--- src/rtl/assert_macros.svh ---
// Assertion macros used by the top-level RTL file.
`ifndef ASSERT_MACROS_SVH
`define ASSERT_MACROS_SVH

// Clocked property check, disabled while reset is asserted.
`define ASSERT_CLK(label, clk, rst_n, prop, msg) \
  label: assert property (@(posedge clk) disable iff (!rst_n) (prop)) \
    else $error(msg);

// Same, for checks that must also hold during reset.
`define ASSERT_ALWAYS(label, clk, prop, msg) \
  label: assert property (@(posedge clk) (prop)) else $error(msg);

`endif

--- src/rtl/gqod_pkg.sv ---
// Shared types, Bayer matrices and threshold helpers for the gamma dither block.
package gqod_pkg;

  localparam int unsigned TABLE_DEPTH = 256;
  localparam int unsigned TABLE_AW    = 8;

  // Supported matrix orders
  localparam logic [3:0] ORDER_2 = 4'd2;
  localparam logic [3:0] ORDER_3 = 4'd3;
  localparam logic [3:0] ORDER_4 = 4'd4;
  localparam logic [3:0] ORDER_8 = 4'd8;

  // Register select (paddr bit 2)
  localparam logic REG_ORDER = 1'b0;
  localparam logic REG_WIDTH = 1'b1;

  // tuser bit 0
  localparam logic ACT_PIXEL = 1'b0;
  localparam logic ACT_LOAD  = 1'b1;

  // Bound that no 8-bit value reaches: output stays 0
  localparam logic [8:0] BOUND_NEVER = 9'h1FF;

  localparam logic [5:0] BAYER2 [4] = '{6'd0, 6'd2, 6'd3, 6'd1};
  localparam logic [5:0] BAYER3 [9] = '{6'd6, 6'd8, 6'd4, 6'd1, 6'd0, 6'd3,
                                        6'd5, 6'd2, 6'd7};
  localparam logic [5:0] BAYER4 [16] = '{
    6'd0,  6'd8,  6'd2,  6'd10, 6'd12, 6'd4,  6'd14, 6'd6,
    6'd3,  6'd11, 6'd1,  6'd9,  6'd15, 6'd7,  6'd13, 6'd5
  };
  localparam logic [5:0] BAYER8 [64] = '{
    6'd0,  6'd48, 6'd12, 6'd60, 6'd3,  6'd51, 6'd15, 6'd63,
    6'd32, 6'd16, 6'd44, 6'd28, 6'd35, 6'd19, 6'd47, 6'd31,
    6'd8,  6'd56, 6'd4,  6'd52, 6'd11, 6'd59, 6'd7,  6'd55,
    6'd40, 6'd24, 6'd36, 6'd20, 6'd43, 6'd27, 6'd39, 6'd23,
    6'd2,  6'd50, 6'd14, 6'd62, 6'd1,  6'd49, 6'd13, 6'd61,
    6'd34, 6'd18, 6'd46, 6'd30, 6'd33, 6'd17, 6'd45, 6'd29,
    6'd10, 6'd58, 6'd6,  6'd54, 6'd9,  6'd57, 6'd5,  6'd53,
    6'd42, 6'd26, 6'd38, 6'd22, 6'd41, 6'd25, 6'd37, 6'd21
  };

  typedef struct packed {
    logic step;  // pixel beat accepted
    logic sof;   // first pixel of frame
  } pos_cmd_t;

  function automatic logic order_ok(input logic [3:0] n);
    return (n == ORDER_2) || (n == ORDER_3) || (n == ORDER_4) || (n == ORDER_8);
  endfunction

  // p mod n for p in 0..8; any order not 2/3/4 wraps at 8
  function automatic logic [2:0] phase_mod(input logic [3:0] p, input logic [3:0] n);
    logic [3:0] r;
    r = p;
    case (n)
      ORDER_2: r = {3'b000, p[0]};
      ORDER_3: begin
        if (p >= 4'd6) r = p - 4'd6;
        else if (p >= 4'd3) r = p - 4'd3;
        else r = p;
      end
      ORDER_4: r = {2'b00, p[1:0]};
      default: r = {1'b0, p[2:0]};
    endcase
    return r[2:0];
  endfunction

  function automatic logic [5:0] bayer_at(input logic [3:0] n, input logic [2:0] c,
                                          input logic [2:0] r);
    logic [3:0] i3;
    logic [5:0] t;
    i3 = 4'(c) * 4'd3 + 4'(r);
    case (n)
      ORDER_2: t = BAYER2[{c[0], r[0]}];
      ORDER_3: t = BAYER3[i3];
      ORDER_4: t = BAYER4[{c[1:0], r[1:0]}];
      default: t = BAYER8[{c, r}];
    endcase
    return t;
  endfunction

  // floor(g/scale) > t  <=>  g >= (t+1)*scale
  function automatic logic [8:0] bound_of(input logic [3:0] n, input logic [5:0] t);
    logic [8:0] tp1;
    logic [8:0] b;
    tp1 = 9'(t) + 9'd1;
    case (n)
      ORDER_2: b = tp1 << 6;
      ORDER_3: b = tp1 * 9'd28;
      ORDER_4: b = tp1 << 4;
      ORDER_8: b = tp1 << 2;
      default: b = BOUND_NEVER;
    endcase
    return b;
  endfunction

endpackage

--- src/rtl/gamma_quantize_ordered_dither.sv ---
// Gamma lookup and ordered Bayer dither of a grey pixel stream, top level.
//
// Slave stream: tuser[0] selects the beat kind (0 pixel, 1 gamma table load),
// tuser[1] flags the first pixel of a frame and clears the column/row
// position. tdata carries pixel, table index and table entry. A load writes
// one entry of the 256-entry gamma memory and gives no output beat; every
// pixel beat gives exactly one master beat with tdata 0 or 255.
// The gamma table must be loaded before pixels that read it.
// Throughput: one beat per cycle, pixels and loads alike, while the receiver
// does not stall. A pixel passes the synchronous gamma memory read and then
// the output register before it is presented on the master side.
// A load followed at once by a pixel at the same entry sees the new value.
// When the receiver stalls, the output register and the read stage fill and
// s_axis_tready drops; nothing is lost or repeated.
// Reset clears the pipeline, the position counters and the registers
// (matrix order 4, image width 640); the gamma memory is not cleared.
// APB: 0x0 matrix order, 0x4 image width; write only while the stream is idle.
`include "assert_macros.svh"

module gamma_quantize_ordered_dither #(
  parameter int unsigned MAX_WIDTH = 4096
) (
  input  logic        clk_i,
  input  logic        rst_ni,
  // slave stream
  input  logic        s_axis_tvalid,
  output logic        s_axis_tready,
  input  logic [23:0] s_axis_tdata,  // [7:0] pixel, [15:8] table_index, [23:16] table_entry
  input  logic [1:0]  s_axis_tuser,  // [0] action, [1] start_of_frame
  // master stream
  output logic        m_axis_tvalid,
  input  logic        m_axis_tready,
  output logic [7:0]  m_axis_tdata,  // [7:0] out_pixel
  // APB config
  input  logic        psel,
  input  logic        penable,
  input  logic        pwrite,
  input  logic [2:0]  paddr,
  input  logic [31:0] pwdata,
  output logic [31:0] prdata,
  output logic        pready
);

  logic [3:0]  order_q;
  logic [12:0] width_q;
  logic        cfg_wr;

  logic        in_acc, pix_acc, ld_acc;
  logic        s1_valid_q, s1_valid_d, s1_move;
  logic [8:0]  s1_bound_q, bound;
  logic [7:0]  rdata_q;
  logic        out_valid_q, out_valid_d;
  logic [7:0]  out_data_q;

  logic [7:0]  gamma_mem [gqod_pkg::TABLE_DEPTH];

  gqod_pkg::pos_cmd_t pos_cmd;

  // ---------------- config ----------------
  assign pready = 1'b1;
  assign cfg_wr = psel && penable && pwrite;

  always_ff @(posedge clk_i or negedge rst_ni) begin
    if (!rst_ni) begin
      order_q <= gqod_pkg::ORDER_4;
      width_q <= 13'd640;
    end else if (cfg_wr) begin
      unique case (paddr[2])
        gqod_pkg::REG_ORDER: order_q <= pwdata[3:0];
        gqod_pkg::REG_WIDTH: width_q <= pwdata[12:0];
        default: ;
      endcase
    end
  end

  always_comb begin
    unique case (paddr[2])
      gqod_pkg::REG_ORDER: prdata = 32'(order_q);
      gqod_pkg::REG_WIDTH: prdata = 32'(width_q);
      default:             prdata = '0;
    endcase
  end

  // ---------------- handshake ----------------
  assign s1_move       = s1_valid_q && (!out_valid_q || m_axis_tready);
  assign s_axis_tready = !s1_valid_q || s1_move;
  assign in_acc        = s_axis_tvalid && s_axis_tready;
  assign pix_acc       = in_acc && (s_axis_tuser[0] == gqod_pkg::ACT_PIXEL);
  assign ld_acc        = in_acc && (s_axis_tuser[0] == gqod_pkg::ACT_LOAD);

  assign pos_cmd.step = pix_acc;
  assign pos_cmd.sof  = s_axis_tuser[1];

  gqod_pos #(
    .MAX_WIDTH (MAX_WIDTH)
  ) u_pos (
    .clk_i   (clk_i),
    .rst_ni  (rst_ni),
    .order_i (order_q),
    .width_i (width_q),
    .cmd_i   (pos_cmd),
    .bound_o (bound)
  );

  // ---------------- gamma memory ----------------
  // Loads and pixel reads never share a cycle, so a read always sees
  // every earlier write.
  always_ff @(posedge clk_i) begin
    if (ld_acc) begin
      gamma_mem[s_axis_tdata[15:8]] <= s_axis_tdata[23:16];
    end
  end

  always_ff @(posedge clk_i) begin
    if (pix_acc) begin
      rdata_q    <= gamma_mem[s_axis_tdata[7:0]];
      s1_bound_q <= bound;
    end
  end

  always_ff @(posedge clk_i) begin
    if (s1_move) begin
      out_data_q <= ({1'b0, rdata_q} >= s1_bound_q) ? 8'hFF : 8'h00;
    end
  end

  // ---------------- pipeline valids ----------------
  always_comb begin
    priority if (pix_acc) begin
      s1_valid_d = 1'b1;
    end else if (s1_move) begin
      s1_valid_d = 1'b0;
    end else begin
      s1_valid_d = s1_valid_q;
    end
  end

  always_comb begin
    priority if (s1_move) begin
      out_valid_d = 1'b1;
    end else if (m_axis_tready) begin
      out_valid_d = 1'b0;
    end else begin
      out_valid_d = out_valid_q;
    end
  end

  always_ff @(posedge clk_i or negedge rst_ni) begin
    if (!rst_ni) begin
      s1_valid_q  <= 1'b0;
      out_valid_q <= 1'b0;
    end else begin
      s1_valid_q  <= s1_valid_d;
      out_valid_q <= out_valid_d;
    end
  end

  assign m_axis_tvalid = out_valid_q;
  assign m_axis_tdata  = out_data_q;

  // ---------------- assertions ----------------
  `ASSERT_CLK(a_ready_when_empty, clk_i, rst_ni, !s1_valid_q |-> s_axis_tready, "stage empty but not ready")
  `ASSERT_CLK(a_pixel_enters, clk_i, rst_ni, pix_acc |=> s1_valid_q, "accepted pixel lost")
  `ASSERT_CLK(a_load_no_result, clk_i, rst_ni, ld_acc |=> !s1_valid_q, "load beat produced a result")
  `ASSERT_CLK(a_binary_out, clk_i, rst_ni, m_axis_tvalid |-> (m_axis_tdata == 8'h00 || m_axis_tdata == 8'hFF), "output not 0 or 255")

endmodule

--- src/rtl/gqod_pos.sv ---
// Raster position counters and per-pixel dither threshold.
module gqod_pos #(
  parameter int unsigned MAX_WIDTH = 4096
) (
  input  logic              clk_i,
  input  logic              rst_ni,
  input  logic [3:0]        order_i,
  input  logic [12:0]       width_i,
  input  gqod_pkg::pos_cmd_t cmd_i,
  output logic [8:0]        bound_o
);

  localparam int unsigned CW = $clog2(MAX_WIDTH);
  localparam int unsigned WW = (CW + 1 > 13) ? CW + 1 : 13;

  logic [CW-1:0] cc_q, cc_d, cc_cur;
  logic [2:0]    cp_q, cp_d, cp_cur;
  logic [2:0]    rp_q, rp_d, rp_cur;
  logic [WW-1:0] img_w, eff_w, cc_next_w;
  logic [3:0]    mod_n;
  logic [2:0]    c_idx, r_idx;

  assign cc_cur = cmd_i.sof ? '0 : cc_q;
  assign cp_cur = cmd_i.sof ? '0 : cp_q;
  assign rp_cur = cmd_i.sof ? '0 : rp_q;

  assign mod_n = gqod_pkg::order_ok(order_i) ? order_i : gqod_pkg::ORDER_8;

  // Threshold lookup reduces a stale phase modulo the current order
  assign c_idx   = gqod_pkg::phase_mod(4'(cp_cur), order_i);
  assign r_idx   = gqod_pkg::phase_mod(4'(rp_cur), order_i);
  assign bound_o = gqod_pkg::bound_of(order_i, gqod_pkg::bayer_at(order_i, c_idx, r_idx));

  // Width zero acts as one, larger than MAX_WIDTH saturates
  assign img_w     = WW'(width_i);
  assign cc_next_w = WW'(cc_cur) + WW'(1);

  always_comb begin
    priority if (img_w == '0) begin
      eff_w = WW'(1);
    end else if (img_w > WW'(MAX_WIDTH)) begin
      eff_w = WW'(MAX_WIDTH);
    end else begin
      eff_w = img_w;
    end
  end

  always_comb begin
    cc_d = cc_q;
    cp_d = cp_q;
    rp_d = rp_q;
    if (cmd_i.step) begin
      if (cc_next_w >= eff_w) begin
        cc_d = '0;
        cp_d = '0;
        rp_d = gqod_pkg::phase_mod(
                 4'(gqod_pkg::phase_mod(4'(rp_cur), mod_n)) + 4'd1, mod_n);
      end else begin
        cc_d = cc_next_w[CW-1:0];
        cp_d = gqod_pkg::phase_mod(
                 4'(gqod_pkg::phase_mod(4'(cp_cur), mod_n)) + 4'd1, mod_n);
        rp_d = rp_cur;
      end
    end
  end

  always_ff @(posedge clk_i or negedge rst_ni) begin
    if (!rst_ni) begin
      cc_q <= '0;
      cp_q <= '0;
      rp_q <= '0;
    end else begin
      cc_q <= cc_d;
      cp_q <= cp_d;
      rp_q <= rp_d;
    end
  end

endmodule
--- config.mk ---
export PLATFORM = sky130hd
export DESIGN_NAME = gamma_quantize_ordered_dither
export DESIGN_NICKNAME = d
export VERILOG_FILES = /design/src/rtl/gqod_pkg.sv /design/src/rtl/gamma_quantize_ordered_dither.sv /design/src/rtl/gqod_pos.sv
export VERILOG_INCLUDE_DIRS = /design/src /design/src/rtl
export SDC_FILE = /design/constraint.sdc
export NUM_CORES = 2
export LEC_CHECK = 0
export ABC_AREA = 1
export BUFFER_PORTS_ARGS = -buffer_cell sky130_fd_sc_hd__buf_2
export CORE_ASPECT_RATIO = 0.7
export CORE_UTILIZATION = 55
export CTS_CLUSTER_DIAMETER = 40
export DETAILED_ROUTE_END_ITERATION = 8
export PLACE_DENSITY = 0.74
export SETUP_SLACK_MARGIN = 0.2
export SYNTH_ARGS = -nofsm -noshare
export SYNTH_HDL_FRONTEND = slang
export SYNTH_SLANG_ARGS = --single-unit
--- constraint.sdc ---
create_clock -name clk_i -period 5.55 [get_ports clk_i]
set_input_delay 0.2775 -clock clk_i [delete_from_list [all_inputs] [get_ports clk_i]]
set_output_delay 0.2775 -clock clk_i [all_outputs]
set_load 0.02 [all_outputs]
==> summary.log <==
[global_route] number of global-route vias before repair 53900
[cts] number of sinks on the clock net 2102
[floorplanning] Die Wd 475 µm
[layout] share of cells above drive strength 1 8.66%
[routing] length of the first detailed-routing pass in iterations 9
[cts] worst-skew pair later-pin latency 820 ps
[synth] number of synthesized register bits 2102
[critical_path] endpoint class of the critical path register
[global_route] pin count of the biggest net entering global routing 173
[place] Cell Count Post-Placement 8771
[sta] final critical path time including I/O delays and setup 5530 ps
[power_and_ir_drop] Clock power frac 37.8%
[sta] setup TNS 0 ps
[routing] mean routed wirelength per cell 25.4 µm
[floorplanning] std cell rows 121
[power_and_ir_drop] proportion of total power due to net switching 24.2%
[floorplanning] total die area 158000 µm²
[synth] Avg Cell Area, Syn 12.4 µm²
[critical_path] biggest fanout along the worst timing path 5
[cts] clock tree from TritonCTS built
[critical_path] Critical Path Most Common Cell sky130_fd_sc_hd__inv_2
[run] Max Cap Viol 0
[routing] Post-Route M1 WL 92.4 mm
[power_and_ir_drop] portion of total power attributed to combinational logic 9.4%
[routing] Routed WL 232 mm
[synth] post-synth design cell area 86100 µm²
[sta] maximum frequency from static timing analysis 181 MHz
[layout] commonest cells after routing, fill and taps aside 2065 x sky130_fd_sc_hd__edfxtp_1, 1643 x sky130_fd_sc_hd__nor2_1, 1319 x sky130_fd_sc_hd__o21ai_0
[sta] Worst Tran Pin Value 1330 ps
[sta] Setup WS post-layout 17.5 ps
[global_route] initial antenna violation count 11
[power_and_ir_drop] Design Power 33.3 mW
[synth] number of distinct library cells after synthesis 54
[layout] net count of the finished layout 7021
[cts] cts bufs inserted 187
[cts] clock transition at the register clock pins on the worst setup and hold paths after CTS 70 ps
[sta] unrepaired setup endpoints after global routing yes
[layout] area growth from synthesis to layout 10.1%
[power_and_ir_drop] Int Pwr 25.2 mW
[critical_path] startpoint types register
[power_and_ir_drop] NetSw 8.04 mW
[power_and_ir_drop] worst-case vdd ir drop 0.000337 V
[sta] Slew Limit Headroom 10.7%
[power_and_ir_drop] power per cell area 351 nW/µm²
[global_route] first-pass GRT wire length 343 mm
[global_route] remaining global-route overflow 0
[synth] cell count after synthesis 6951
[place] post-DP HPWL 128 mm
[critical_path] endpoint required time on the critical path 6110 ps
[worst_hold_path] Hold WC Path Type in2reg
[run_status] run status complete, no violations
[routing] routed length on met3 31.3 mm
[layout] Non-Filler Instances 9133
[critical_path] slowest stage cell on the critical path sky130_fd_sc_hd__fa_2
[floorplanning] effective utilization at floorplan 55.4%
[layout] Layout fillers 11500
[critical_path] critical path class reg2reg
[place] IO Port Bufs 69
[cts] maximum buffer depth of the clock tree 3
[sta] setup-violating endpoint count in the final report 0
[critical_path] critical path's largest stage delay 600 ps
[place] Setup Slack @ Placement -318 ps
[floorplanning] placeable core region 155000 µm²
[sta] max-slew violations 0
[routing] routed length on met2 100 mm
[layout] Design Area, Final 94800 µm²
[critical_path] Data arrival, critical path 6090 ps
[floorplanning] vertical die dimension 333 µm
[place] DP Area 88600 µm²
[synth] register area share after synthesis 73.1%
[power_and_ir_drop] reported leakage power 30.5 nW
[power_and_ir_drop] share of power burned in registers 52.8%
[sta] worst clock skew 25.1 ps
[routing] remaining design rule violation count 0
[routing] Top Metal Used met5
[routing] DRT iter0 DRCs 9021
[synth] total of warnings raised by yosys 0
[sta] Final Hold Violating Endpoints 0
[cts] Max H-tree Level 4
[layout] most common cell after layout, fill and taps aside sky130_fd_sc_hd__edfxtp_1
[place] Final Wtd Congestion 0.890
[routing] detailed-route vias per instance 6.36
[critical_path] R2R Setup Slk 20 ps
[sta] Final period util 99.7%
[global_route] overall fraction of global-route tracks in use 28.9%
[cts] root buffer selected by CTS sky130_fd_sc_hd__clkbuf_16
[routing] Routed Antenna Nets 0
[floorplanning] number of placed I/O pins 111
[sta] worst hold slack after final layout 66.1 ps
[routing] DR vias 58100
[layout] final core utilization 61.0%
registers in the layout, summed over array words and instances, names as in the netlist:
register,flops
u_pos.rp_q,3
order_q,4
width_q,13
gamma_mem,2048
s1_valid_q,1
m_axis_tvalid,1
u_pos.cc_q,12
m_axis_tdata,1
u_pos.cp_q,3
s1_bound_q,8
rdata_q,8
synth_stat cells (all sizes together):
cell | count | area, µm²
o22ai | 631 | 3950
o21ai | 1330 | 6660
nand3b | 2 | 15.0
mux2i | 1 | 10.0
ha | 53 | 663
dfstp | 3 | 78.8
mux2 | 8 | 90.1
nor3 | 11 | 66.3
and3 | 2 | 12.5
clkbuf | 323 | 1210
xnor2 | 4 | 35.0
o2111ai | 2 | 17.5
a21oi | 37 | 185
xor2 | 15 | 150
dfrtp | 34 | 851
buf | 193 | 1080
o221ai | 2 | 17.5
o211ai | 6 | 50.1
a221oi | 1 | 8.76
a31oi | 4 | 25.0
inv | 148 | 561
nor2 | 1653 | 6240
o31ai | 3 | 22.5
fa | 4 | 80.1
nand3 | 89 | 495
edfxtp | 2065 | 62000
nand2 | 271 | 1050
nor3b | 1 | 7.51
o32ai | 29 | 254
clkinv | 2 | 7.51
a22oi | 1 | 7.51
or2 | 4 | 25.0
o21bai | 3 | 22.5
nor4 | 6 | 37.5
nand4 | 8 | 80.1
conb | 2 | 7.51
routing by layer:
metal / GRT usage [%] / vias up
li1: - / 25400
met5: 0 / -
met2: 41.4 / 3989
met3: 7.13 / 519
met1: 43.4 / 28200
met4: 9.66 / 8
path summary, 6_finish.rpt:
check | startpoint | endpoint | cells after the start
min in group asynchronous | rst_ni | width_q[5]$_DFFE_PN0P_ | 2
worst min-delay path | s_axis_tuser[0] | u_pos.cp_q[0]$_DFFE_PN0P_ | 4
worst max-delay path | u_pos.cp_q[0]$_DFFE_PN0P_ | s1_bound_q[8]$_DFFE_PP_ | 34
worst max register to register | u_pos.cp_q[0]$_DFFE_PN0P_ | s1_bound_q[8]$_DFFE_PP_ | 34
worst min register to register | s1_valid_q$_DFFE_PN0P_ | m_axis_tvalid$_DFFE_PN0P_ | 2
max in group asynchronous | rst_ni | u_pos.cc_q[1]$_DFFE_PN0P_ | 2
cell type report:
type,count,area (µm²),area share (%)
multi-input combinational,4201,20600,21.7
sequential,2102,62900,66.4
antenna,2,5.00,0.00528
clock buffer,223,4880,5.15
clock inverter,110,912,0.962
timing repair buffer,254,2230,2.35
tap,2091,2620,2.76
inverter,150,597,0.630
kinds of logic after synthesis:
| family | synth area share, % |
|---|---|
| AOI/OAI and AO/OA | 13.0 |
| xor gates and xnor gates | 0.215 |
| adders and majority gates | 0.863 |
| DFF | 73.1 |
| and+or+nand+nor | 9.33 |
| other | 0.00872 |
| muxes | 0.116 |
| buffers and inverters | 3.32 |
power groups by stage:
stage	sequential (mW)	clock, mW	combinational [mW]
2_1_floorplan	17.9	0	1.71
3_3_place_gp	17.9	0	2.85
3_5_place_dp	17.9	0	2.91
4_1_cts	17.6	12.6	2.99
5_1_grt	17.6	13.2	3.37
6_report	17.6	12.6	3.14
what timing repair did:
action	4_1_cts	5_1_grt
setup buffers	7	4
endpoints found under the hold margin	55	0
resized for setup	23	17
setup endpoints to repair	3	4
hold buffers	16	0
pin swaps	27	15
gates cloned	0	0
critical path: cells and delay by family (launching register included):
family | cells | cell delay (ps)
DFF | 1 | 340
adders and majority gates | 7 | 2170
AOI/OAI and AO/OA | 2 | 200
and+or+nand+nor | 14 | 1540
buffers and inverters | 9 | 690
xor gates and xnor gates | 2 | 330
No activity file was read; power rests on OpenSTA's default activity.
